==> config.mk <==
export PLATFORM = sky130hd
export DESIGN_NAME = request_line_path_decoder
export DESIGN_NICKNAME = d
export VERILOG_FILES = /design/src/rtl/rlpd_pkg.sv /design/src/rtl/rlpd_front.sv /design/src/rtl/rlpd_queue.sv /design/src/rtl/rlpd_back.sv /design/src/rtl/request_line_path_decoder.sv
export VERILOG_INCLUDE_DIRS = /design/src /design/src/rtl
export SDC_FILE = /design/constraint.sdc
export NUM_CORES = 1
export LEC_CHECK = 0
export BUFFER_PORTS_ARGS = -buffer_cell sky130_fd_sc_hd__buf_2
export CAP_MARGIN = 20
export CORE_MARGIN = 2
export CORE_UTILIZATION = 55
export CTS_BUF_LIST = sky130_fd_sc_hd__clkbuf_4 sky130_fd_sc_hd__clkbuf_8
export CTS_CLUSTER_DIAMETER = 150
export DETAILED_ROUTE_END_ITERATION = 6
export MAX_ROUTING_LAYER = met4
export PLACE_DENSITY = 0.72
export SYNTH_ARGS = -nofsm -noshare
export SYNTH_HDL_FRONTEND = slang
export SYNTH_HIERARCHICAL = 1
export SYNTH_SLANG_ARGS = --single-unit
==> constraint.sdc <==
create_clock -name clk -period 10.1 [get_ports clk]
set_input_delay 1.515 -clock clk [delete_from_list [all_inputs] [get_ports clk]]
set_output_delay 1.515 -clock clk [all_outputs]
set_load 0.005 [all_outputs]
==> src/rtl/request_line_path_decoder_macros.svh <==
// Assertion macros shared by the request line path decoder modules.
`ifndef REQUEST_LINE_PATH_DECODER_MACROS_SVH
`define REQUEST_LINE_PATH_DECODER_MACROS_SVH

// Checks that the consequent holds in the same cycle as the antecedent.
`define RLPD_ASSERT_SAME(label, clk, rst_n, ante, cons, msg) \
    label: assert property (@(posedge clk) disable iff (!rst_n) (ante) |-> (cons)) \
        else $error(msg);

// Checks that the consequent holds in the cycle after the antecedent.
`define RLPD_ASSERT_NEXT(label, clk, rst_n, ante, cons, msg) \
    label: assert property (@(posedge clk) disable iff (!rst_n) (ante) |=> (cons)) \
        else $error(msg);

`endif

==> src/rtl/rlpd_pkg.sv <==
// Shared types, codes and character tables of the request line path decoder.
`timescale 1ns / 1ps

package rlpd_pkg;

    localparam logic [1:0] ST_OK         = 2'd0;
    localparam logic [1:0] ST_BAD_METHOD = 2'd1;
    localparam logic [1:0] ST_NO_SPACE   = 2'd2;

    localparam logic [7:0] CH_PERCENT = 8'h25;
    localparam logic [7:0] CH_PLUS    = 8'h2B;
    localparam logic [7:0] CH_SPACE   = 8'h20;
    localparam logic [7:0] CH_SLASH   = 8'h2F;

    localparam logic [3:0] INDEX_TAIL_LEN = 4'd10;

    // One entry per accepted request byte that causes results: up to three
    // literal path bytes, then optionally the index tail, then optionally
    // the status item.
    typedef struct packed {
        logic [1:0]      n_bytes;
        logic [2:0][7:0] bytes;
        logic            index_tail;
        logic            status_en;
        logic [1:0]      status;
        logic            hd;
    } rlpd_cmd_t;

    function automatic logic [7:0] get_char(input logic [1:0] pos);
        logic [7:0] c;
        unique case (pos)
            2'd0:    c = 8'h47;
            2'd1:    c = 8'h45;
            2'd2:    c = 8'h54;
            default: c = CH_SPACE;
        endcase
        return c;
    endfunction

    function automatic logic [7:0] head_char(input logic [2:0] pos);
        logic [7:0] c;
        unique case (pos)
            3'd0:    c = 8'h48;
            3'd1:    c = 8'h45;
            3'd2:    c = 8'h41;
            3'd3:    c = 8'h44;
            3'd4:    c = CH_SPACE;
            default: c = 8'h00;
        endcase
        return c;
    endfunction

    function automatic logic [7:0] index_char(input logic [3:0] i);
        logic [7:0] c;
        unique case (i)
            4'd0:    c = 8'h69;
            4'd1:    c = 8'h6E;
            4'd2:    c = 8'h64;
            4'd3:    c = 8'h65;
            4'd4:    c = 8'h78;
            4'd5:    c = 8'h2E;
            4'd6:    c = 8'h68;
            4'd7:    c = 8'h74;
            4'd8:    c = 8'h6D;
            4'd9:    c = 8'h6C;
            default: c = 8'h00;
        endcase
        return c;
    endfunction

    function automatic logic is_hex(input logic [7:0] c);
        return (c >= 8'h30 && c <= 8'h39) || (c >= 8'h41 && c <= 8'h46)
            || (c >= 8'h61 && c <= 8'h66);
    endfunction

    function automatic logic [3:0] hex_val(input logic [7:0] c);
        logic [7:0] u;
        logic [7:0] d;
        u = (c >= 8'h61) ? c - 8'h20 : c;
        d = (u >= 8'h41) ? u - 8'h37 : u - 8'h30;
        return d[3:0];
    endfunction

endpackage

==> src/rtl/rlpd_front.sv <==
// Front part: method matching, path percent decoding and result classification.
`timescale 1ns / 1ps

module rlpd_front
    import rlpd_pkg::*;
#(
    parameter int MAX_PATH_LEN = 256
)
(
    input  logic       clk,
    input  logic       rst_n,
    input  logic       accept,
    input  logic [7:0] in_byte,
    input  logic       in_end,
    output logic       push,
    output rlpd_cmd_t  cmd
);

    localparam int RAW_W = $clog2(MAX_PATH_LEN);
    localparam logic [RAW_W-1:0] RAW_LIMIT = RAW_W'(MAX_PATH_LEN - 1);

    localparam logic [1:0] PH_METHOD = 2'd0;
    localparam logic [1:0] PH_PATH   = 2'd1;
    localparam logic [1:0] PH_DONE   = 2'd2;

    logic [1:0]       phase_reg, phase_next;
    logic [2:0]       method_pos_reg, method_pos_next;
    logic [1:0]       cand_reg, cand_next;
    logic [RAW_W-1:0] raw_count_reg, raw_count_next;
    logic [1:0]       stage_reg, stage_next;
    logic [7:0]       held_reg, held_next;
    logic [1:0]       emitted_reg, emitted_next;
    logic             slash_reg, slash_next;
    logic             cut_reg, cut_next;
    logic             head_reg, head_next;

    rlpd_cmd_t  c;
    logic       do_plain;
    logic [1:0] cand;
    logic [7:0] dec_val;
    logic [2:0] em_sum;
    logic [1:0] em_flush;

    always_comb
    begin
        phase_next      = phase_reg;
        method_pos_next = method_pos_reg;
        cand_next       = cand_reg;
        raw_count_next  = raw_count_reg;
        stage_next      = stage_reg;
        held_next       = held_reg;
        slash_next      = slash_reg;
        cut_next        = cut_reg;
        head_next       = head_reg;
        c               = '0;
        do_plain        = 1'b0;
        cand            = cand_reg;
        dec_val         = {hex_val(held_reg), hex_val(in_byte)};
        em_sum          = 3'd0;
        em_flush        = 2'd0;

        if (phase_reg != PH_DONE && in_byte == 8'h00)
        begin
            if (phase_reg == PH_METHOD)
            begin
                c.status_en = 1'b1;
                c.status    = ST_BAD_METHOD;
            end
            else
            begin
                c.status_en = 1'b1;
                c.status    = ST_NO_SPACE;
            end
            phase_next = PH_DONE;
        end
        else if (phase_reg == PH_METHOD)
        begin
            if (method_pos_reg >= 3'd4 || get_char(method_pos_reg[1:0]) != in_byte)
                cand[0] = 1'b0;
            if (method_pos_reg >= 3'd5 || head_char(method_pos_reg) != in_byte)
                cand[1] = 1'b0;
            cand_next = cand;
            if (cand == 2'b00)
            begin
                c.status_en = 1'b1;
                c.status    = ST_BAD_METHOD;
                phase_next  = PH_DONE;
            end
            else if (cand[0] && method_pos_reg == 3'd3)
            begin
                head_next  = 1'b0;
                phase_next = PH_PATH;
            end
            else if (cand[1] && method_pos_reg == 3'd4)
            begin
                head_next  = 1'b1;
                phase_next = PH_PATH;
            end
            else
            begin
                method_pos_next = method_pos_reg + 3'd1;
            end
        end
        else if (phase_reg == PH_PATH)
        begin
            if (in_byte == CH_SPACE)
            begin
                // Flush a pending escape literally, then complete a bare root.
                if (stage_reg == 2'd1)
                begin
                    c.bytes[0] = CH_PERCENT;
                    c.n_bytes  = 2'd1;
                end
                else if (stage_reg == 2'd2)
                begin
                    c.bytes[0] = CH_PERCENT;
                    c.bytes[1] = held_reg;
                    c.n_bytes  = 2'd2;
                end
                stage_next = 2'd0;
                em_sum     = {1'b0, emitted_reg} + {1'b0, c.n_bytes};
                em_flush   = (em_sum > 3'd2) ? 2'd2 : em_sum[1:0];
                c.index_tail = (em_flush == 2'd1) && slash_reg;
                c.status_en  = 1'b1;
                c.status     = ST_OK;
                phase_next   = PH_DONE;
            end
            else if (!cut_reg)
            begin
                if (raw_count_reg >= RAW_LIMIT)
                begin
                    cut_next = 1'b1;
                end
                else
                begin
                    raw_count_next = raw_count_reg + 1'b1;
                    if (stage_reg == 2'd1)
                    begin
                        if (is_hex(in_byte))
                        begin
                            held_next  = in_byte;
                            stage_next = 2'd2;
                        end
                        else
                        begin
                            c.bytes[0] = CH_PERCENT;
                            c.n_bytes  = 2'd1;
                            stage_next = 2'd0;
                            do_plain   = 1'b1;
                        end
                    end
                    else if (stage_reg == 2'd2)
                    begin
                        stage_next = 2'd0;
                        if (is_hex(in_byte))
                        begin
                            if (dec_val == 8'h00)
                            begin
                                cut_next = 1'b1;
                            end
                            else
                            begin
                                c.bytes[0] = dec_val;
                                c.n_bytes  = 2'd1;
                            end
                        end
                        else
                        begin
                            c.bytes[0] = CH_PERCENT;
                            c.bytes[1] = held_reg;
                            c.n_bytes  = 2'd2;
                            do_plain   = 1'b1;
                        end
                    end
                    else
                    begin
                        do_plain = 1'b1;
                    end

                    if (do_plain)
                    begin
                        if (in_byte == CH_PERCENT)
                        begin
                            stage_next = 2'd1;
                        end
                        else
                        begin
                            c.bytes[c.n_bytes] = (in_byte == CH_PLUS) ? CH_SPACE : in_byte;
                            c.n_bytes          = c.n_bytes + 2'd1;
                        end
                    end
                end
            end
        end

        // Track how many path bytes went out, saturating at two.
        em_sum = {1'b0, emitted_reg} + {1'b0, c.n_bytes};
        if (c.index_tail || em_sum > 3'd2)
            emitted_next = 2'd2;
        else
            emitted_next = em_sum[1:0];
        if (emitted_reg == 2'd0 && c.n_bytes != 2'd0 && c.bytes[0] == CH_SLASH)
            slash_next = 1'b1;

        c.hd = head_next;

        if (in_end)
        begin
            if (phase_next == PH_METHOD)
            begin
                c.status_en = 1'b1;
                c.status    = ST_BAD_METHOD;
            end
            else if (phase_next == PH_PATH)
            begin
                c.status_en = 1'b1;
                c.status    = ST_NO_SPACE;
            end
            phase_next      = PH_METHOD;
            method_pos_next = 3'd0;
            cand_next       = 2'b11;
            raw_count_next  = '0;
            stage_next      = 2'd0;
            held_next       = 8'h00;
            emitted_next    = 2'd0;
            slash_next      = 1'b0;
            cut_next        = 1'b0;
            head_next       = 1'b0;
        end
    end

    assign cmd  = c;
    assign push = accept && (c.n_bytes != 2'd0 || c.status_en);

    always_ff @(posedge clk or negedge rst_n)
    begin
        if (!rst_n)
        begin
            phase_reg      <= PH_METHOD;
            method_pos_reg <= 3'd0;
            cand_reg       <= 2'b11;
            raw_count_reg  <= '0;
            stage_reg      <= 2'd0;
            held_reg       <= 8'h00;
            emitted_reg    <= 2'd0;
            slash_reg      <= 1'b0;
            cut_reg        <= 1'b0;
            head_reg       <= 1'b0;
        end
        else if (accept)
        begin
            phase_reg      <= phase_next;
            method_pos_reg <= method_pos_next;
            cand_reg       <= cand_next;
            raw_count_reg  <= raw_count_next;
            stage_reg      <= stage_next;
            held_reg       <= held_next;
            emitted_reg    <= emitted_next;
            slash_reg      <= slash_next;
            cut_reg        <= cut_next;
            head_reg       <= head_next;
        end
    end

endmodule

==> src/rtl/rlpd_queue.sv <==
// Short queue of result descriptors between the front and back parts.
`timescale 1ns / 1ps
`include "request_line_path_decoder_macros.svh"

module rlpd_queue
    import rlpd_pkg::*;
#(
    parameter int DEPTH = 4
)
(
    input  logic      clk,
    input  logic      rst_n,
    input  logic      push,
    input  rlpd_cmd_t push_data,
    input  logic      pop,
    output rlpd_cmd_t head,
    output logic      empty,
    output logic      full
);

    localparam int PTR_W = $clog2(DEPTH);
    localparam int CNT_W = $clog2(DEPTH + 1);
    localparam logic [PTR_W-1:0] LAST_PTR = PTR_W'(DEPTH - 1);
    localparam logic [CNT_W-1:0] FULL_CNT = CNT_W'(DEPTH);

    rlpd_cmd_t        entries [DEPTH];
    logic [PTR_W-1:0] wr_ptr_reg, wr_ptr_next;
    logic [PTR_W-1:0] rd_ptr_reg, rd_ptr_next;
    logic [CNT_W-1:0] count_reg, count_next;

    assign empty = (count_reg == '0);
    assign full  = (count_reg == FULL_CNT);
    assign head  = entries[rd_ptr_reg];

    always_comb
    begin
        wr_ptr_next = wr_ptr_reg;
        rd_ptr_next = rd_ptr_reg;
        count_next  = count_reg;
        if (push)
            wr_ptr_next = (wr_ptr_reg == LAST_PTR) ? '0 : wr_ptr_reg + 1'b1;
        if (pop)
            rd_ptr_next = (rd_ptr_reg == LAST_PTR) ? '0 : rd_ptr_reg + 1'b1;
        if (push && !pop)
            count_next = count_reg + 1'b1;
        else if (pop && !push)
            count_next = count_reg - 1'b1;
    end

    always_ff @(posedge clk)
    begin
        if (push)
            entries[wr_ptr_reg] <= push_data;
    end

    always_ff @(posedge clk or negedge rst_n)
    begin
        if (!rst_n)
        begin
            wr_ptr_reg <= '0;
            rd_ptr_reg <= '0;
            count_reg  <= '0;
        end
        else
        begin
            wr_ptr_reg <= wr_ptr_next;
            rd_ptr_reg <= rd_ptr_next;
            count_reg  <= count_next;
        end
    end

    `RLPD_ASSERT_SAME(a_no_overflow, clk, rst_n, push, !full, "push into a full queue")
    `RLPD_ASSERT_NEXT(a_count_up, clk, rst_n, push && !pop, count_reg == $past(count_reg) + 1'b1, "queue count did not grow on push")

endmodule

==> src/rtl/rlpd_back.sv <==
// Back part: expands descriptors into result items, one per unstalled cycle.
`timescale 1ns / 1ps
`include "request_line_path_decoder_macros.svh"

module rlpd_back
    import rlpd_pkg::*;
(
    input  logic       clk,
    input  logic       rst_n,
    input  rlpd_cmd_t  head,
    input  logic       q_empty,
    output logic       pop,
    output logic       out_valid,
    input  logic       out_stall,
    output logic       kind,
    output logic [7:0] out_byte,
    output logic [1:0] status,
    output logic       is_head,
    output logic       run_end
);

    logic [3:0] pos_reg, pos_next;
    logic       valid_reg, valid_next;
    logic       kind_reg;
    logic [7:0] byte_reg;
    logic [1:0] status_reg;
    logic       head_reg;
    logic       last_reg;

    logic [3:0] n_ext;
    logic [3:0] total;
    logic [3:0] tail_pos;
    logic       load;
    logic       last;
    logic       item_kind;
    logic [7:0] item_byte;
    logic [1:0] item_status;

    assign n_ext    = {2'b00, head.n_bytes};
    assign total    = n_ext + (head.index_tail ? INDEX_TAIL_LEN : 4'd0)
                    + {3'b000, head.status_en};
    assign tail_pos = pos_reg - n_ext;
    assign last     = (pos_reg == total - 4'd1);
    assign load     = !q_empty && (!valid_reg || !out_stall);
    assign pop      = load && last;

    always_comb
    begin
        item_kind   = 1'b0;
        item_byte   = 8'h00;
        item_status = ST_OK;
        if (pos_reg < n_ext)
            item_byte = head.bytes[pos_reg[1:0]];
        else if (head.index_tail && tail_pos < INDEX_TAIL_LEN)
            item_byte = index_char(tail_pos);
        else
        begin
            item_kind   = 1'b1;
            item_status = head.status;
        end
    end

    always_comb
    begin
        pos_next   = pos_reg;
        valid_next = valid_reg;
        if (load)
        begin
            pos_next   = last ? 4'd0 : pos_reg + 4'd1;
            valid_next = 1'b1;
        end
        else if (!out_stall)
        begin
            valid_next = 1'b0;
        end
    end

    always_ff @(posedge clk or negedge rst_n)
    begin
        if (!rst_n)
        begin
            pos_reg   <= 4'd0;
            valid_reg <= 1'b0;
        end
        else
        begin
            pos_reg   <= pos_next;
            valid_reg <= valid_next;
        end
    end

    always_ff @(posedge clk)
    begin
        if (load)
        begin
            kind_reg   <= item_kind;
            byte_reg   <= item_byte;
            status_reg <= item_status;
            head_reg   <= head.hd;
            last_reg   <= last;
        end
    end

    assign out_valid = valid_reg;
    assign kind      = kind_reg;
    assign out_byte  = byte_reg;
    assign status    = status_reg;
    assign is_head   = head_reg;
    assign run_end   = last_reg;

    `RLPD_ASSERT_SAME(a_pos_in_range, clk, rst_n, !q_empty, pos_reg < total, "item position beyond descriptor")
    `RLPD_ASSERT_SAME(a_status_is_last, clk, rst_n, load && item_kind, last, "status item is not the last result")
    `RLPD_ASSERT_NEXT(a_pos_restart, clk, rst_n, pop, pos_reg == 4'd0, "position did not restart after pop")

endmodule

==> src/rtl/request_line_path_decoder.sv <==
// Top level of the request line path decoder.
// Input channel: one request byte per request (in_byte, in_end) under
// in_valid / in_stall; a request is taken at an edge with in_valid high and
// in_stall low. Output channel: result items (kind, out_byte, status,
// is_head, run_end) under out_valid / out_stall, held steady while stalled.
// The front part matches GET or HEAD, percent-decodes the path and packs all
// results caused by one byte into a descriptor; the back part plays each
// descriptor out one result per unstalled cycle via a registered output stage.
// A byte's descriptor is written into the queue at the edge that takes the
// byte, and its first result is then loaded into the output register.
// Throughput: one byte per cycle while each byte causes at most one result
// and out_stall stays low; a byte causing N results holds the back part until
// all N are out (up to 11 for the "/index.html" completion), and the front
// keeps taking bytes until the QUEUE_DEPTH-entry descriptor queue fills,
// which raises in_stall. A stalled receiver holds the output register; the
// queue absorbs bytes until it is full. Reset clears the parser to method
// matching, empties the queue and drops out_valid; no clearing pass is needed.
`timescale 1ns / 1ps

module request_line_path_decoder
    import rlpd_pkg::*;
#(
    parameter int MAX_PATH_LEN = 256,
    parameter int QUEUE_DEPTH  = 4
)
(
    input  logic       clk,
    input  logic       rst_n,
    input  logic       in_valid,
    output logic       in_stall,
    input  logic [7:0] in_byte,
    input  logic       in_end,
    output logic       out_valid,
    input  logic       out_stall,
    output logic       kind,
    output logic [7:0] out_byte,
    output logic [1:0] status,
    output logic       is_head,
    output logic       run_end
);

    logic      accept;
    logic      push;
    logic      pop;
    logic      q_empty;
    logic      q_full;
    rlpd_cmd_t push_cmd;
    rlpd_cmd_t head_cmd;

    // The front only stalls when the descriptor queue has no free entry.
    assign in_stall = q_full;
    assign accept   = in_valid && !q_full;

    rlpd_front #(
        .MAX_PATH_LEN (MAX_PATH_LEN)
    ) u_front (
        .clk     (clk),
        .rst_n   (rst_n),
        .accept  (accept),
        .in_byte (in_byte),
        .in_end  (in_end),
        .push    (push),
        .cmd     (push_cmd)
    );

    rlpd_queue #(
        .DEPTH (QUEUE_DEPTH)
    ) u_queue (
        .clk       (clk),
        .rst_n     (rst_n),
        .push      (push),
        .push_data (push_cmd),
        .pop       (pop),
        .head      (head_cmd),
        .empty     (q_empty),
        .full      (q_full)
    );

    rlpd_back u_back (
        .clk       (clk),
        .rst_n     (rst_n),
        .head      (head_cmd),
        .q_empty   (q_empty),
        .pop       (pop),
        .out_valid (out_valid),
        .out_stall (out_stall),
        .kind      (kind),
        .out_byte  (out_byte),
        .status    (status),
        .is_head   (is_head),
        .run_end   (run_end)
    );

endmodule
# Yosys cells after proc, flatten, opt, wreduce, memory -nomap -nowiden
# Memory sizes are Yosys's and may differ from the RTL's.
# Index checks and enable logic that the tools add are counted.
[op_classes]
add_sub_neg = 20
reduce_logical = 54
eq_ne = 33
order_cmp = 19
n_mux = 168
[op_table]
columns = ["cell", "count"]
rows = [
  ["$mux 8", 47],
  ["$mux 26", 4],
  ["$mux 2", 45],
  ["$mux 27", 2],
  ["$mux 16", 3],
  ["$mux 3", 14],
  ["$mux 1", 41],
  ["$ge 8x7->1 const B", 5],
  ["$pmux 7 s5", 1],
  ["$eq 8x6->1 const B", 4],
  ["$mux 30", 1],
  ["$bwmux 24", 1],
  ["$pmux 7 s3", 1],
  ["$mux 4", 5],
  ["$ne 2x2->1 const B", 9],
  ["$logic_and 1x1->1", 17],
  ["$bmux 8 s2", 1],
  ["$demux 8 s2", 1],
  ["$le 8x7->1 const B", 2],
  ["$logic_not 8->1", 2],
  ["$ne 8x8->1", 2],
  ["$sub 8x6->8 const B", 2],
  ["$reduce_bool 2->1", 7],
  ["$reduce_and 6->1", 2],
  ["other kinds (40)", 75],
]
[word_totals]
mem_bits_rw = 124
n_memories = 2
output_inout_bits = 15
input_bits = 13
wordCells = 316
rom_bits = 112
regBits = 55
[mem_list]
columns = ["memory", "words", "width", "rd", "rd_ports_with_merged_regs", "wr", "line_no", "source"]
rows = [
  ["u_queue.entries", 4, 31, 1, 0, 1, "rlpd_queue.sv:26", "rlpd_cmd_t entries [DEPTH];"],
  ["(no name shown)", 16, 7, 1, 0, 0, "rlpd_pkg.sv:55", "unique case (i)"],
]

# Logic depth before layout (Yosys ltp)
[depth]
word_depth = 37
depth_mapped = 24
depth_no_buf = 23

# Hierarchy
# Netlist, hierarchy kept.
[by_module_without_submodules]
columns = ["mod", "seq_area_each_um2", "instances", "area_per_inst_um2", "cells_each"]
rows = [
  ["rlpd_queue", 3898.7, 1, 4931.0, 199],
  ["rlpd_front", 753.2, 1, 3338.2, 429],
  ["rlpd_back", 515.5, 1, 1388.8, 142],
  ["request_line_path_decoder", 0.0, 1, 13.8, 1],
]

# Least setup slack after synthesis
# No wires, ideal clock.
[synth_path]
kind = "in2reg"
from = "in in_byte[1]"
to = "mem u_queue/entries[1][0] in the netlist's numbering, enable pin"
setup_slack_ns = 4.075
t_arrival_ns = 5.634
setup_time_ns = 0.391
t_required_ns = 9.709
n_path_buf = 1
path_stages = 19
cell_sequence = "clkbuf_1 -> inv_1 -> ha_1 -> or4b_4 -> o32ai_1 -> o21ai_2 -> mux2i_1 -> o21ai_0 -> nand2_1 -> inv_1 -> ha_1 -> inv_1 -> nor2_1 -> mux2i_1 -> o31a_1 -> a21oi_1 -> a211oi_1 -> a21oi_1 -> and2_1"
[synth_via]
elab_chain_len = 29
word_cells_on_any_way = 85
classes_between = "add/sub: 4; order compare: 7; eq/ne: 5; mux: 52; reduce/logical: 17"
[synth_rtl]
columns = ["item", "line_no", "source"]
rows = [
  ["start, declared", "request_line_path_decoder.sv:31", "input logic [7:0] in_byte,"],
  ["$sub 8x6->8 or $ge 8x7->1 (tied branches)", "rlpd_pkg.sv:79, rlpd_pkg.sv:73", ""],
  ["$mux 8", "rlpd_pkg.sv:79", "u = (c >= 8'h61) ? c - 8'h20 : c;"],
  ["$ge 8x7->1 (tied with other cells)", "rlpd_pkg.sv:80", "d = (u >= 8'h41) ? u - 8'h37 : u - 8'h30;"],
  ["$mux 4", "rlpd_pkg.sv:80", ""],
  ["$logic_not 8->1", "rlpd_front.sv:157", "if (dec_val == 8'h00)"],
  ["$mux 1", "rlpd_front.sv:157", ""],
  ["$mux 2", "rlpd_front.sv:155", "if (is_hex(in_byte))"],
  ["$mux 2", "rlpd_front.sv:152", "else if (stage_reg == 2'd2)"],
  ["(+14 left out)", "-", ""],
  ["$mux 27", "rlpd_front.sv:76", "else if (phase_reg == PH_METHOD)"],
  ["$mux 27", "rlpd_front.sv:62", "if (phase_reg != PH_DONE && in_byte == 8'h00)"],
  ["$reduce_bool 2->1", "rlpd_front.sv:233", "assign push = accept && (c.n_bytes != 2'd0 || c.status_en);"],
  ["$logic_or 1x1->1 *", "rlpd_front.sv:233", ""],
  ["$logic_and 1x1->1 *", "rlpd_front.sv:233", ""],
  ["named net push", "request_line_path_decoder.sv:43", "logic push;"],
  ["$mux 1 *", "rlpd_queue.sv:52", "if (push)"],
  ["$mux 1 (not written as such) *", "rlpd_queue.sv:53", "entries[wr_ptr_reg] <= push_data;"],
  ["end, declared", "rlpd_queue.sv:26", ""],
]
# Mark *: on every way through the listed nets, which the timed path passes. The rest lies on a longest branch. The select of a mux whose other input is x is not followed.

# Worst setup path after layout
[layout_path]
from = "in in_byte[1]"
to = "reg u_queue.count_reg[2]"
[layout_via]
elab_chain_len = 30
word_cells_on_any_way = 88
classes_between = "add/sub: 4; order compare: 7; eq/ne: 5; mux: 51; reduce/logical: 21"
[layout_rtl]
columns = ["item", "line_no", "source"]
rows = [
  ["$sub 8x6->8 or $ge 8x7->1 (tied branches)", "rlpd_pkg.sv:79, rlpd_pkg.sv:73", ""],
  ["$mux 8", "rlpd_pkg.sv:79", ""],
  ["$ge 8x7->1 (tied with other cells)", "rlpd_pkg.sv:80", ""],
  ["$mux 4", "rlpd_pkg.sv:80", ""],
  ["$logic_not 8->1", "rlpd_front.sv:157", ""],
  ["$mux 1", "rlpd_front.sv:157", ""],
  ["$mux 2", "rlpd_front.sv:155", ""],
  ["$mux 2", "rlpd_front.sv:152", ""],
  ["(+15 left out)", "-", ""],
  ["$mux 27", "rlpd_front.sv:62", ""],
  ["$reduce_bool 2->1", "rlpd_front.sv:233", ""],
  ["$logic_or 1x1->1 *", "rlpd_front.sv:233", ""],
  ["$logic_and 1x1->1 *", "rlpd_front.sv:233", ""],
  ["named net push", "request_line_path_decoder.sv:43", ""],
  ["$logic_not 1->1", "rlpd_queue.sv:46", "else if (pop && !push)"],
  ["$logic_and 1x1->1", "rlpd_queue.sv:46", ""],
  ["$reduce_bool 2->1 (no line)", "-", ""],
  ["end signal, assigned", "rlpd_queue.sv:68", "count_reg <= count_next;"],
  ["end, declared", "rlpd_queue.sv:29", "logic [CNT_W-1:0] count_reg, count_next;"],
]
# Marked as above.
# A chain may end at the register's enable or synchronous reset.

==> flow_metrics.py <==
metrics = {
    "synth": {
        "synth-edff-count": 137,
        "netlist_area_um2": 9670,
        "synth_top_family_by_area": "compound AO/OA/AOI/OAI gates",
        "synth_warnings": 6,
        "synthAdderAreaFrac": 0.0657,
        "synth_area_leader_cell": "edfxtp_1",
        "synth_top_area_frac": 0.425,
        "synth_compound_area_frac": 0.121,
        "synth_seq_cells": 179,
        "synthDistinctLibCells": 95,
        "syn_avg_cell_area_um2": 12.5,
        "synth_seq_area_share": 0.534,
        "synthesis.nets": 833,
        "ys_top_cells_by_area": "edfxtp_1 (43%), dfrtp_1 (10%), mux4_2 (6.5%), ha_1 (6.0%), nand2_1 (2.3%)",
        "synth_mux_area_frac": 0.0950,
        "netlist_instances": 771,
        "synth_flop_cell": "edfxtp_1",
        "async_flop_share": 0.235,
        "synth-simple-area-share": 0.117,
        "synth_xor_area_frac": 0.0233,
    },
    "timing": {
        "tns_ns": 0,
        "fin_crit_sh": 0.605,
        "hold_viol_final": 0,
        "max_slew_margin": 0.244,
        "finalClockSkew_ns": 0.0143,
        "fmax_mhz": 164,
        "finalSetupViolations": 0,
        "drv_slew": 0,
        "finalWorstPathRequiredPeriod_ns": 6.11,
        "max_slew.worst_pin.slew_ns": 1.13,
        "rsz0062_at_grt": "false",
    },
    "global_route": {
        "grt_pass1_vias": 6342,
        "overflow": 0,
        "grt_use_total": 0.251,
        "antenna_found_initial": 0,
        "grt_pass1_wl_mm": 34.0,
        "grt_max_degree": 43,
    },
    "detailed_routing": {
        "dr.first_iter.drc_count": 552,
        "wirelength_mm": 21.5,
        "first_pass_iters": 7,
        "vias_per_cell": 6.27,
        "drc": 2,
        "wl_per_cell_um": 20.9,
        "detail-route-antenna-nets": 0,
        "num_vias": 6429,
    },
    "place": {
        "hpwl_mm": 15.3,
        "io_buffers": 27,
        "dp.cells": 992,
        "gp_congestion": 0.902,
    },
    "status": {
        "failed_checks": "design-rule violations",
        "status": "finished, violations left",
    },
    "power_and_ir_drop": {
        "p_leak_nw": 3.97,
        "clkPwrFrac": 0.214,
        "switching_share": 0.340,
        "seqPwrFrac": 0.441,
        "comb_power_share": 0.344,
        "ir_drop_v": 0.000152,
        "power_density_nw_per_um2": 207,
        "totalPowerFinal_mw": 2.14,
        "internal-power_mw": 1.41,
        "p_sw_mw": 0.726,
    },
    "flow_run": {
        "maxCapViolCount": 0,
    },
    "setup_path": {
        "rr_endpoint": "u_queue/count_reg[2]",
        "rrSetupSlack_ns": 4.68,
        "worstSetupStartpointType": "input port",
        "cpPeakStageDelay_ns": 0.54,
        "rr_startpoint": "u_front/held_reg[1]",
        "cp_num_buf_inv": 5,
        "cp_max_fo": 12,
        "crit_path_end": "u_queue/count_reg[2]",
        "cp.depth": 24,
        "cp-end-kind": "flip-flop",
        "crit_family": "compound AO/OA/AOI/OAI gates",
        "crit_top_cell": "inv_1",
        "critPathKind": "in2reg",
        "critical-path-slowest-cell": "or4b_4",
        "r2r_cells": 23,
        "cp-startpoint": "in_byte[1]",
        "arrival_ns": 6.49,
        "crit_chain": "buf_2 -> inv_1 -> ha_1 -> or4b_4 -> o32ai_1 -> o21ai_2 -> mux2i_1 -> o21ai_0 -> nand2_1 -> inv_1 -> ha_1 -> inv_1 -> nor2_1 -> mux2i_1 -> o31a_1 -> a21oi_1 -> a211oi_1 -> a21oi_1 -> ha_1 -> inv_1 -> fa_1 -> xor2_1 -> nor2_1 -> xor2_1",
        "cp.required_ns": 10.47,
    },
    "final_layout": {
        "synthToLayoutAreaGrowth_pct": 6.57,
        "final_util": 0.598,
        "drive_gt1_frac": 0.162,
        "fin_nets": 850,
        "regMostFlops": "u_queue/entries",
        "n_antenna_cell": 0,
        "fin_cells": 1026,
        "fillers": 1375,
        "largest_register_ffs": 124,
    },
    "clock_network": {
        "postCtsSetupBuffers": 0,
        "clockRootBuffer": "clkbuf_8",
        "clk_pin_slew_ns": 0.09,
        "cts_buffers": 17,
        "postCtsHoldBufs": 0,
        "htreeDepth": 4,
        "clk_latency_ns": 0.45,
        "clock_path_buffers": 2,
        "cts_num_sinks": 179,
        "cts-resized-gates": 0,
        "cts_tree": "done",
    },
    "floorplanning": {
        "core_um2": 17200,
        "dieArea_um2": 18700,
        "ioPinCount": 28,
        "rows": 48,
        "initial_utilization": 0.561,
        "die_h_um": 137,
        "die_w_um": 137,
    },
    "hold_path": {
        "hold_class": "reg2reg",
    },
}
==> cells by family (layout without fill, tap and decap cells) <==
logic type | count (synthesis) | in the layout
buffers and inverters | 88 | 118
muxes | 51 | 51
adders and majority gates | 49 | 49
DFF | 179 | 179
AOI/OAI and AO/OA | 164 | 164
xor gates and xnor gates | 24 | 24
and+or+nand+nor | 216 | 216
==> routing by layer <==
| metal | vias to the layer above | wire length, um | global-route usage |
|---|---|---|---|
| li1 | 2960 | - | - |
| met1 | 3238 | 8960 | 0.316 |
| met2 | 198 | 11000 | 0.416 |
| met3 | 33 | 941 | 0.0407 |
| met4 | 0 | 520 | 0.0851 |
| met5 | - | 0 | - |
==> per-stage QoR <==
stage | area [um2] | setup slack (ns) | hold slack [ns]
after global placement | 9910 | 3.83 | 0.461
after global routing | 10300 | 3.66 | 0.530
after floorplan | 9670 | 4.07 | 0.437
after detailed placement | 9910 | 3.60 | 0.474
final | 10300 | 3.99 | 0.492
after CTS | 10300 | 4.09 | 0.491
==> worst min-delay path by stage <==
stage	from	end	slack [ns]	depth (start not counted)
after floorplan	u_front/raw_count_reg[6]	u_front/raw_count_reg[6]	0.44	1
after global placement	u_front/raw_count_reg[6]	u_front/raw_count_reg[6]	0.46	1
after detailed placement	u_front/raw_count_reg[6]	u_front/raw_count_reg[6]	0.47	1
after CTS	u_front/raw_count_reg[6]	u_front/raw_count_reg[6]	0.49	1
after global routing	u_front/raw_count_reg[6]	u_front/raw_count_reg[6]	0.53	1
final	u_front/raw_count_reg[6]	u_front/raw_count_reg[6]	0.49	1
==> synth_stat cells, types with 11 or more instances <==
master	number
mux2i_1	16
ha_1	46
mux4_2	28
nand4_1	12
clkbuf_1	18
inv_1	48
xnor2_1	12
and2_1	13
buf_2	11
edfxtp_1	137
a22o_1	13
nand2_1	60
a21oi_1	30
nor2_1	47
nor3_1	18
o21ai_0	32
dfrtp_1	40
==> area by class of cell <==
class	instances	area (um2)	share of cell area
flip-flops and latches	179	5170	0.501
multi-input cells	504	4080	0.396
clock buffers	19	249	0.0242
clock inverters	13	123	0.0119
well taps	225	282	0.0273
inverters	49	184	0.0178
repair buffers	37	220	0.0214
==> placed cells by master, fill, tap and decap left out, types with 8 or more instances in the layout <==
cell	synthesis	routed
nand3_1	10	10
buf_2	11	27
nand4_1	12	12
a21oi_1	30	30
dfrtp_1	40	39
inv_1	48	48
clkbuf_8	0	17
a31oi_1	10	10
nor2_1	47	47
xor2_1	10	10
a22o_1	13	13
ha_1	46	46
mux4_2	28	28
o21ai_0	32	32
buf_4	0	8
edfxtp_1	137	137
xnor2_1	12	12
and2_1	13	13
nand2_1	60	60
mux2i_1	16	16
nor3_1	18	18
==> power by group through the flow <==
stage / logic [mW] / registers, mW / clock network, mW
after global routing: 0.809 / 0.954 / 0.496
final: 0.737 / 0.943 / 0.459
after detailed placement: 0.741 / 0.962 / 0
after CTS: 0.744 / 0.945 / 0.467
after global placement: 0.703 / 0.955 / 0
after floorplan: 0.615 / 0.929 / 0
Power figures use the tool's default switching activity.
